**src/assert_macros.svh**
```systemverilog
// assertion helpers shared by the rtl
`ifndef ASSERT_MACROS_SVH
`define ASSERT_MACROS_SVH

// checked on every rising edge, off while reset is high
`define ASSERT_CLKD(label, clk, rst, prop, msg) \
   label: assert property (@(posedge clk) disable iff (rst) prop) else $error(msg);

// checked on every rising edge, reset included
`define ASSERT_CLK(label, clk, prop, msg) \
   label: assert property (@(posedge clk) prop) else $error(msg);

`endif

```
**src/ssv_pkg.sv**
```systemverilog
package ssv_pkg;

   // header layout
   localparam int HEADER_BYTES_DEFAULT = 20;
   localparam int MAGIC_LEN            = 8;
   localparam logic [24:0] POS_VERSION = 25'd8;
   localparam logic [24:0] POS_HLEN    = 25'd10;
   localparam logic [24:0] POS_PLEN    = 25'd12;
   localparam logic [24:0] POS_CRC     = 25'd16;

   localparam logic [7:0] MAGIC_BYTES [MAGIC_LEN] = '{
      8'h50, 8'h41, 8'h54, 8'h4D, 8'h53, 8'h4E, 8'h41, 8'h50
   };

   // reflected crc-32
   localparam logic [31:0] CRC_POLY = 32'hEDB88320;
   localparam logic [31:0] CRC_INIT = 32'hFFFFFFFF;

   // stream phases
   localparam logic [1:0] PH_HEADER  = 2'd0;
   localparam logic [1:0] PH_PAYLOAD = 2'd1;
   localparam logic [1:0] PH_DISCARD = 2'd2;

   // verdicts
   localparam logic [2:0] ST_OK           = 3'd0;
   localparam logic [2:0] ST_IO           = 3'd1;
   localparam logic [2:0] ST_NOT_SNAPSHOT = 3'd2;
   localparam logic [2:0] ST_NEWER        = 3'd3;
   localparam logic [2:0] ST_CRC          = 3'd4;

   // register map
   localparam logic CSR_EXPECTED_VERSION = 1'b0;
   localparam logic CSR_PAYLOAD_LENGTH   = 1'b1;

   localparam logic [15:0] EXPECTED_VERSION_RESET = 16'd1;
   localparam logic [23:0] PAYLOAD_LENGTH_RESET   = 24'd65536;

endpackage

```
**src/ssv_crc_byte.sv**
```systemverilog
module ssv_crc_byte (
   input  logic [31:0] crc_cur,
   input  logic [7:0]  data_byte,
   output logic [31:0] crc_next
);

   // eight bit steps of the reflected crc, unrolled
   always_comb begin
      logic [31:0] c;
      c = crc_cur ^ {24'd0, data_byte};
      for (int k = 0; k < 8; k++) begin
         c = (c >> 1) ^ (ssv_pkg::CRC_POLY & {32{c[0]}});
      end
      crc_next = c;
   end

endmodule

```
**src/snapshot_stream_verifier.sv**
```systemverilog
// snapshot stream verifier
// req channel: one stream byte per beat (req_data_byte) with req_end_of_stream
//   marking the last byte the source can deliver.
// rsp channel: at most one verdict beat per stream, rsp_status with
//   rsp_computed_crc (inverted crc-32 over the payload bytes seen).
// csr port: index 0 expected version, index 1 payload length; write only
//   while no stream is in flight.
// the header is judged on its last byte; then the configured number of
// payload bytes runs through the crc, and the verdict comes on the last one.
// bytes after a verdict are dropped until end of stream, which restarts.
// throughput: one byte per cycle while no verdict is stalled, set by the
//   combinational eight-bit crc update feeding the crc register.
// a verdict is registered and is on rsp in the cycle after the byte that causes it.
// when the receiver stalls, the verdict holds in the output register and
//   req_ready falls until it is taken.
// reset (synchronous): stream state cleared, registers to their defaults,
//   no verdict pending.
`include "assert_macros.svh"

module snapshot_stream_verifier #(
   parameter int HEADER_BYTES = ssv_pkg::HEADER_BYTES_DEFAULT
) (
   input  logic        clock,
   input  logic        reset,
   input  logic        req_valid,
   output logic        req_ready,
   input  logic [7:0]  req_data_byte,
   input  logic        req_end_of_stream,
   output logic        rsp_valid,
   input  logic        rsp_ready,
   output logic [2:0]  rsp_status,
   output logic [31:0] rsp_computed_crc,
   input  logic        csr_write_enable,
   input  logic        csr_index,
   input  logic [23:0] csr_write_data
);

   logic [15:0] exp_version_ff, exp_version_in;
   logic [23:0] pay_len_ff, pay_len_in;
   logic [24:0] pos_ff, pos_in;
   logic [1:0]  phase_ff, phase_in;
   logic [31:0] crc_ff, crc_in;
   logic        magic_ok_ff, magic_ok_in;
   logic [15:0] hdr_version_ff, hdr_version_in;
   logic [15:0] hdr_length_ff, hdr_length_in;
   logic [31:0] hdr_payload_ff, hdr_payload_in;
   logic [31:0] stored_crc_ff, stored_crc_in;
   logic        rsp_valid_ff, rsp_valid_in;
   logic [2:0]  rsp_status_ff, rsp_status_in;
   logic [31:0] rsp_crc_ff, rsp_crc_in;

   logic        accept;
   logic [31:0] crc_upd;
   logic [24:0] pay_count;
   logic        emit;
   logic [2:0]  emit_status;

   assign req_ready        = !rsp_valid_ff || rsp_ready;
   assign accept           = req_valid && req_ready;
   assign rsp_valid        = rsp_valid_ff;
   assign rsp_status       = rsp_status_ff;
   assign rsp_computed_crc = rsp_crc_ff;
   assign pay_count        = pos_ff + 25'd1;

   ssv_crc_byte u_crc (
      .crc_cur   (crc_ff),
      .data_byte (req_data_byte),
      .crc_next  (crc_upd)
   );

   // configuration writes
   always_comb begin
      exp_version_in = exp_version_ff;
      pay_len_in     = pay_len_ff;
      if (csr_write_enable) begin
         unique case (csr_index)
            ssv_pkg::CSR_EXPECTED_VERSION: exp_version_in = csr_write_data[15:0];
            ssv_pkg::CSR_PAYLOAD_LENGTH:   pay_len_in     = csr_write_data;
         endcase
      end
   end

   // per-byte stream logic
   always_comb begin
      pos_in         = pos_ff;
      phase_in       = phase_ff;
      crc_in         = crc_ff;
      magic_ok_in    = magic_ok_ff;
      hdr_version_in = hdr_version_ff;
      hdr_length_in  = hdr_length_ff;
      hdr_payload_in = hdr_payload_ff;
      stored_crc_in  = stored_crc_ff;
      emit           = 1'b0;
      emit_status    = ssv_pkg::ST_OK;

      if (accept) begin
         unique case (phase_ff)
            ssv_pkg::PH_HEADER: begin
               // capture header fields
               if (pos_ff < 25'(ssv_pkg::MAGIC_LEN)) begin
                  if (req_data_byte != ssv_pkg::MAGIC_BYTES[pos_ff[2:0]]) begin
                     magic_ok_in = 1'b0;
                  end
               end else begin
                  unique case (pos_ff)
                     ssv_pkg::POS_VERSION:         hdr_version_in[7:0]    = req_data_byte;
                     ssv_pkg::POS_VERSION + 25'd1: hdr_version_in[15:8]   = req_data_byte;
                     ssv_pkg::POS_HLEN:            hdr_length_in[7:0]     = req_data_byte;
                     ssv_pkg::POS_HLEN + 25'd1:    hdr_length_in[15:8]    = req_data_byte;
                     ssv_pkg::POS_PLEN:            hdr_payload_in[7:0]    = req_data_byte;
                     ssv_pkg::POS_PLEN + 25'd1:    hdr_payload_in[15:8]   = req_data_byte;
                     ssv_pkg::POS_PLEN + 25'd2:    hdr_payload_in[23:16]  = req_data_byte;
                     ssv_pkg::POS_PLEN + 25'd3:    hdr_payload_in[31:24]  = req_data_byte;
                     ssv_pkg::POS_CRC:             stored_crc_in[7:0]     = req_data_byte;
                     ssv_pkg::POS_CRC + 25'd1:     stored_crc_in[15:8]    = req_data_byte;
                     ssv_pkg::POS_CRC + 25'd2:     stored_crc_in[23:16]   = req_data_byte;
                     ssv_pkg::POS_CRC + 25'd3:     stored_crc_in[31:24]   = req_data_byte;
                     default: ;
                  endcase
               end
               // judge on the last header byte
               if (pos_ff >= 25'(HEADER_BYTES - 1)) begin
                  if (!magic_ok_in) begin
                     emit        = 1'b1;
                     emit_status = ssv_pkg::ST_NOT_SNAPSHOT;
                  end else if (hdr_version_in > exp_version_ff) begin
                     emit        = 1'b1;
                     emit_status = ssv_pkg::ST_NEWER;
                  end else if (hdr_version_in != exp_version_ff ||
                               hdr_length_in != 16'(HEADER_BYTES) ||
                               hdr_payload_in != {8'd0, pay_len_ff}) begin
                     emit        = 1'b1;
                     emit_status = ssv_pkg::ST_NOT_SNAPSHOT;
                  end else if (pay_len_ff == 24'd0) begin
                     emit        = 1'b1;
                     emit_status = (~crc_ff == stored_crc_in) ? ssv_pkg::ST_OK
                                                              : ssv_pkg::ST_CRC;
                  end else if (req_end_of_stream) begin
                     emit        = 1'b1;
                     emit_status = ssv_pkg::ST_IO;
                  end else begin
                     phase_in = ssv_pkg::PH_PAYLOAD;
                     pos_in   = 25'd0;
                  end
               end else begin
                  pos_in = pay_count;
                  if (req_end_of_stream) begin
                     emit        = 1'b1;
                     emit_status = ssv_pkg::ST_IO;
                  end
               end
            end
            ssv_pkg::PH_PAYLOAD: begin
               crc_in = crc_upd;
               pos_in = pay_count;
               if (pay_count >= {1'b0, pay_len_ff}) begin
                  emit        = 1'b1;
                  emit_status = (~crc_upd == stored_crc_ff) ? ssv_pkg::ST_OK
                                                            : ssv_pkg::ST_CRC;
               end else if (req_end_of_stream) begin
                  emit        = 1'b1;
                  emit_status = ssv_pkg::ST_IO;
               end
            end
            default: ;
         endcase
         if (emit) begin
            phase_in = ssv_pkg::PH_DISCARD;
         end
      end

      // result register, loaded before any restart clears the crc
      rsp_valid_in  = rsp_valid_ff;
      rsp_status_in = rsp_status_ff;
      rsp_crc_in    = rsp_crc_ff;
      if (emit) begin
         rsp_valid_in  = 1'b1;
         rsp_status_in = emit_status;
         rsp_crc_in    = ~crc_in;
      end else if (rsp_ready) begin
         rsp_valid_in  = 1'b0;
      end

      // end of stream restarts
      if (accept && req_end_of_stream) begin
         pos_in         = 25'd0;
         phase_in       = ssv_pkg::PH_HEADER;
         crc_in         = ssv_pkg::CRC_INIT;
         magic_ok_in    = 1'b1;
         hdr_version_in = 16'd0;
         hdr_length_in  = 16'd0;
         hdr_payload_in = 32'd0;
         stored_crc_in  = 32'd0;
      end
   end

   // state registers
   always_ff @(posedge clock) begin
      if (reset) begin
         exp_version_ff <= ssv_pkg::EXPECTED_VERSION_RESET;
         pay_len_ff     <= ssv_pkg::PAYLOAD_LENGTH_RESET;
         pos_ff         <= 25'd0;
         phase_ff       <= ssv_pkg::PH_HEADER;
         crc_ff         <= ssv_pkg::CRC_INIT;
         magic_ok_ff    <= 1'b1;
         hdr_version_ff <= 16'd0;
         hdr_length_ff  <= 16'd0;
         hdr_payload_ff <= 32'd0;
         stored_crc_ff  <= 32'd0;
         rsp_valid_ff   <= 1'b0;
      end else begin
         exp_version_ff <= exp_version_in;
         pay_len_ff     <= pay_len_in;
         pos_ff         <= pos_in;
         phase_ff       <= phase_in;
         crc_ff         <= crc_in;
         magic_ok_ff    <= magic_ok_in;
         hdr_version_ff <= hdr_version_in;
         hdr_length_ff  <= hdr_length_in;
         hdr_payload_ff <= hdr_payload_in;
         stored_crc_ff  <= stored_crc_in;
         rsp_valid_ff   <= rsp_valid_in;
      end
   end

   // result payload
   always_ff @(posedge clock) begin
      rsp_status_ff <= rsp_status_in;
      rsp_crc_ff    <= rsp_crc_in;
   end

   // checks
   `ASSERT_CLKD(a_stall_blocks_input, clock, reset,
      rsp_valid_ff && !rsp_ready |-> !req_ready, "input taken while verdict stalled")
   `ASSERT_CLKD(a_status_legal, clock, reset,
      rsp_valid_ff |-> rsp_status_ff <= ssv_pkg::ST_CRC, "verdict code out of range")
   `ASSERT_CLKD(a_eos_restarts, clock, reset,
      accept && req_end_of_stream |=> phase_ff == ssv_pkg::PH_HEADER && pos_ff == 25'd0,
      "end of stream did not restart")
   `ASSERT_CLKD(a_header_crc_idle, clock, reset,
      phase_ff == ssv_pkg::PH_HEADER |-> crc_ff == ssv_pkg::CRC_INIT,
      "crc moved during header")
   `ASSERT_CLK(a_reset_clears_rsp, clock,
      reset |=> !rsp_valid_ff, "verdict pending after reset")

endmodule

```
**config.mk**
```make
export PLATFORM = sky130hd
export DESIGN_NAME = snapshot_stream_verifier
export DESIGN_NICKNAME = d
export VERILOG_FILES = /design/src/ssv_pkg.sv /design/src/ssv_crc_byte.sv /design/src/snapshot_stream_verifier.sv
export VERILOG_INCLUDE_DIRS = /design/src /design/src/src
export SDC_FILE = /design/constraint.sdc
export NUM_CORES = 1
export LEC_CHECK = 0
export ABC_AREA = 1
export BUFFER_PORTS_ARGS = -buffer_cell sky130_fd_sc_hd__buf_4
export CORE_UTILIZATION = 51
export DETAILED_ROUTE_END_ITERATION = 10
export GPL_TIMING_DRIVEN = 0
export PLACE_DENSITY = 0.75
export SYNTH_ARGS = -nofsm -noshare
export SYNTH_HDL_FRONTEND = slang
export SYNTH_HIERARCHICAL = 1
export SYNTH_SLANG_ARGS = --single-unit
```
**constraint.sdc**
```tcl
create_clock -name clock -period 13.8 [get_ports clock]
set_clock_uncertainty 0.1 [all_clocks]
set_input_delay 1.38 -clock clock [delete_from_list [all_inputs] [get_ports clock]]
set_output_delay 1.38 -clock clock [all_outputs]
set_load 0.01 [all_outputs]
```
==> impl_summary.md <==
Setup path
The dominant delay contributor by cell family on the critical path is simple AND/OR/NAND/NOR gates. The most prevalent standard cell on the critical path is sky130_fd_sc_hd__nand2_1. STA classifies the critical path endpoint as a register. The number of buffers and inverters on the critical path is 7. Along the worst path, the maximum fanout reaches 29. The worst-path cell with the longest stage delay is sky130_fd_sc_hd__nand3_1. The data arrival time of the critical path is 5.80 ns. The kind of critical path is reg -> reg. On the worst path, the slowest cell contributes a delay of 0.35 ns. At the worst endpoint, the required time is 13.99 ns.

The type of element launching the critical path is a register.

Clock network
The buffer depth of the longest clock path is 3. In this run the number of H-tree levels came out at 1. The clock tree from TritonCTS is done.

TritonCTS created 25 clock buffers. Clock-pin slew was measured on the worst setup and hold paths at 0.06 ns. The number of hold buffers added after CTS is 0. Buffers added to address setup during post-CTS repair amount to 0. The later-pin clock latency in the skew report is 0.55 ns.

The tree built by TritonCTS fans out to 232 sinks. The root buffer cell is sky130_fd_sc_hd__clkbuf_16. Post-CTS repair changed the size of 0 cells.

STA
Static timing analysis puts the maximum clock frequency at 178 MHz. The relative max-transition margin is 32.0%. The final worst-path cycle share is 40.6%. The number of hold violations in the final report is 0. Setup violations remaining at the end of the flow were counted as 0. The number of pins with negative max-slew slack in the final report is 0.

Summed over all failing endpoints, the final setup total negative slack is 0 ns. Setup repair after global routing left no endpoint under its margin. The measured slew at the worst slew-check pin is 1.02 ns. Subtracting the final worst setup slack from the clock period gives 5.60 ns.

Floorplanning
The number of standard-cell rows in the floorplan is 60. The die outline width is 170 um. The total area inside the core boundary comes to 0.0273 mm2.

For this design the top-level I/O count stands at 76. For this configuration, the core starts out at a cell density of 52.6%. The floorplan step set the die height to 170 um. The area enclosed by the die boundary is 0.0288 mm2.

Synthesis
In the post-synthesis netlist, the biggest area contributors are sky130_fd_sc_hd__dfxtp_1 (28%), sky130_fd_sc_hd__nand2_1 (12%), sky130_fd_sc_hd__inv_1 (7.5%). For this run, the number of Yosys warnings is 6. In this run, distinct cell masters in the synthesized netlist total 44. Ranked by instance count, the synthesized netlist is headed by sky130_fd_sc_hd__nand2_1 (447), sky130_fd_sc_hd__inv_1 (288), sky130_fd_sc_hd__dfxtp_1 (197). Synthesis produced a netlist with a net count of 2090. By instance count, the leading cell after synthesis is sky130_fd_sc_hd__nand2_1. The fraction of synthesis flops using an asynchronous set or reset pin is 0%. The top cell type by total area after synthesis is sky130_fd_sc_hd__dfxtp_1.

The post-synthesis cell area is 0.0143 mm2. The synthesized design contains 232 register bits. Each instance of the synthesized netlist takes up on average 7.14 um2.

Among all flip-flop cells after synthesis, the most frequent one is sky130_fd_sc_hd__dfxtp_1. Of the synthesized area, sequential elements account for 34.9%. The share of the synthesized area in the top cell type is 27.5%. The post-synthesis cell count is 2007. The number of synthesized flops with an enable pin is 35.

Layout
Of the cells placed in the final design, the portion with a size suffix greater than 1 is 10.4%. The non-filler instance count after layout is 2498. The final core utilization is 59.3%. The number of nets in the layout is 2192.

The layout overhead on the synthesized area is 12.8%. The repair_antennas step left the layout with diodes totalling 0. Counting the fill cells in the layout gives 2537.

GRT
For this run the aggregate overflow at the end of global routing stands at 0. Entering global routing, the biggest net connects 37 pins. The first global-routing pass estimated 68600 um of wire. The global-route total usage across every layer is 30.7%. The number of global-route vias before repair came to 12800. The initial antenna violation count was 1.

Routing
After detailed routing, the total wire length is 44400 um. In the final routed layout, each cell accounts on average for 17.8 um. The detailed-route via count is 13900.

After the first detailed-routing iteration, the DRC count stood at 1290. Using the TritonRoute via totals, the vias-per-cell ratio works out to 5.55. The number of DRC violations after detailed routing is 0. The count of antenna-violating nets left after detailed routing is 0.

The detailed-router iteration count before antenna repair is 6.

Pwr
Dividing total power by cell area gives a power density of 105 mW/mm2. IR analysis of the VDD net gives a maximum drop of 0.0970 mV. The static leakage power is 7.76 nW.

Run status
The flow ran to the end, and the final reports show no timing, DRC or antenna violations.

Job
The tool flagged a number of max-cap violations equal to 0.

Place
In this run, placement finished with an instance count of 2453. The half-perimeter wire length of the detailed placement result is 34000 um. The number of input and output port buffers inserted is 74. At the end of routability-driven placement, the weighted congestion stood at 0.959.

Hold path
The type of the tightest min-delay check is reg -> reg.
report_power, final:
part | total, mW | internal (mW) | switching [mW] | leakage [nW]
clock | 0.666 | 0.384 | 0.282 | 0.391
sequential | 0.738 | 0.718 | 0.0201 | 1.94
combinational | 0.299 | 0.102 | 0.197 | 5.43
total | 1.70 | 1.20 | 0.499 | 7.76
state kept, by name (all words and copies together) (netlist names):
register,count
pos_ff,25
hdr_payload_ff,32
rsp_status,3
rsp_computed_crc,32
stored_crc_ff,32
pay_len_ff,24
rsp_valid,1
exp_version_ff,16
phase_ff,2
crc_ff,32
magic_ok_ff,1
hdr_length_ff,16
hdr_version_ff,16
cell type report:
cell class                 count  area [um2]  area share (%)
clock inverter                 5        53.8           0.333
multi-input combinational   1383        7720            47.8
clock buffer                  39         738            4.57
tap                          372         465            2.88
buffer                       100         515            3.19
timing repair buffer          75         576            3.56
inverter                     292        1100            6.78
sequential                   232        4990            30.9
final timing paths:
check	start	endpoint	slack, ns	cells past startpoint
hold reg to reg	exp_version_ff[3]	exp_version_ff[3]	0.36	2
setup / recovery	pos_ff[9]	rsp_computed_crc[25]	8.20	29
setup reg to reg	pos_ff[9]	rsp_computed_crc[25]	8.20	29
hold / removal	exp_version_ff[3]	exp_version_ff[3]	0.36	2
layer usage:
metal,vias to the layer above,global-route usage (%),share of wire [%]
met5,-,0,0.029
met4,2,15.6,5.2
met3,131,3.85,8.1
met2,638,50.0,45
met1,6327,40.0,42
li1,6762,-,-
cells in the final DEF, fill, tap and decap left out, drive strengths merged, types with 3 or more instances in the layout:
cell | netlist | final
nor4 | 14 | 14
nand3 | 92 | 92
nor3 | 18 | 18
mux2i | 14 | 14
a211oi | 5 | 5
xnor2 | 36 | 36
clkbuf | 66 | 105
nand2 | 483 | 483
edfxtp | 35 | 35
a221oi | 3 | 3
o21bai | 24 | 24
nand4 | 92 | 92
inv | 290 | 290
dfxtp | 197 | 197
clkinv | 2 | 6
a21oi | 135 | 135
or2 | 14 | 14
buf | 34 | 109
xor2 | 84 | 84
nor2 | 85 | 85
o211ai | 30 | 30
o21ai | 205 | 205
ha | 44 | 44
worst reg2reg max path: cells and delay by family (launching register included):
| family | cells | cell delay (ns) |
|---|---|---|
| flops | 1 | 0.31 |
| simple gates | 20 | 2.69 |
| fa+ha+maj | 1 | 0.30 |
| buf+inv | 7 | 1.59 |
| compound gates | 1 | 0.35 |
kinds of logic (layout without fill, tap and decap cells):
logic type / Yosys count / count (layout) / synth area share (%)
buffers and inverters: 392 / 511 / 11.3
AND/OR/NAND/NOR: 800 / 800 / 26.0
AO/OA/AOI/OAI: 405 / 405 / 15.4
multiplexers: 14 / 14 / 0.978
adder cells (fa/ha/maj): 44 / 44 / 3.84
flip-flops: 232 / 232 / 34.9
XOR/XNOR: 120 / 120 / 7.65
per-stage QoR:
stage / hold slack (ns) / instance area [um2] / power [mW] / worst slack, ns
finish: 0.362 / 16200 / 1.70 / 8.20
global route: 0.389 / 16200 / 1.77 / 7.80
CTS: 0.366 / 16100 / 1.70 / 8.01
detailed placement: 0.354 / 15300 / 1.04 / 7.90
global placement: 0.351 / 15300 / 1.04 / 7.96
floorplan: 0.335 / 14300 / 0.947 / 9.38
(Power assumes the default switching activity.)
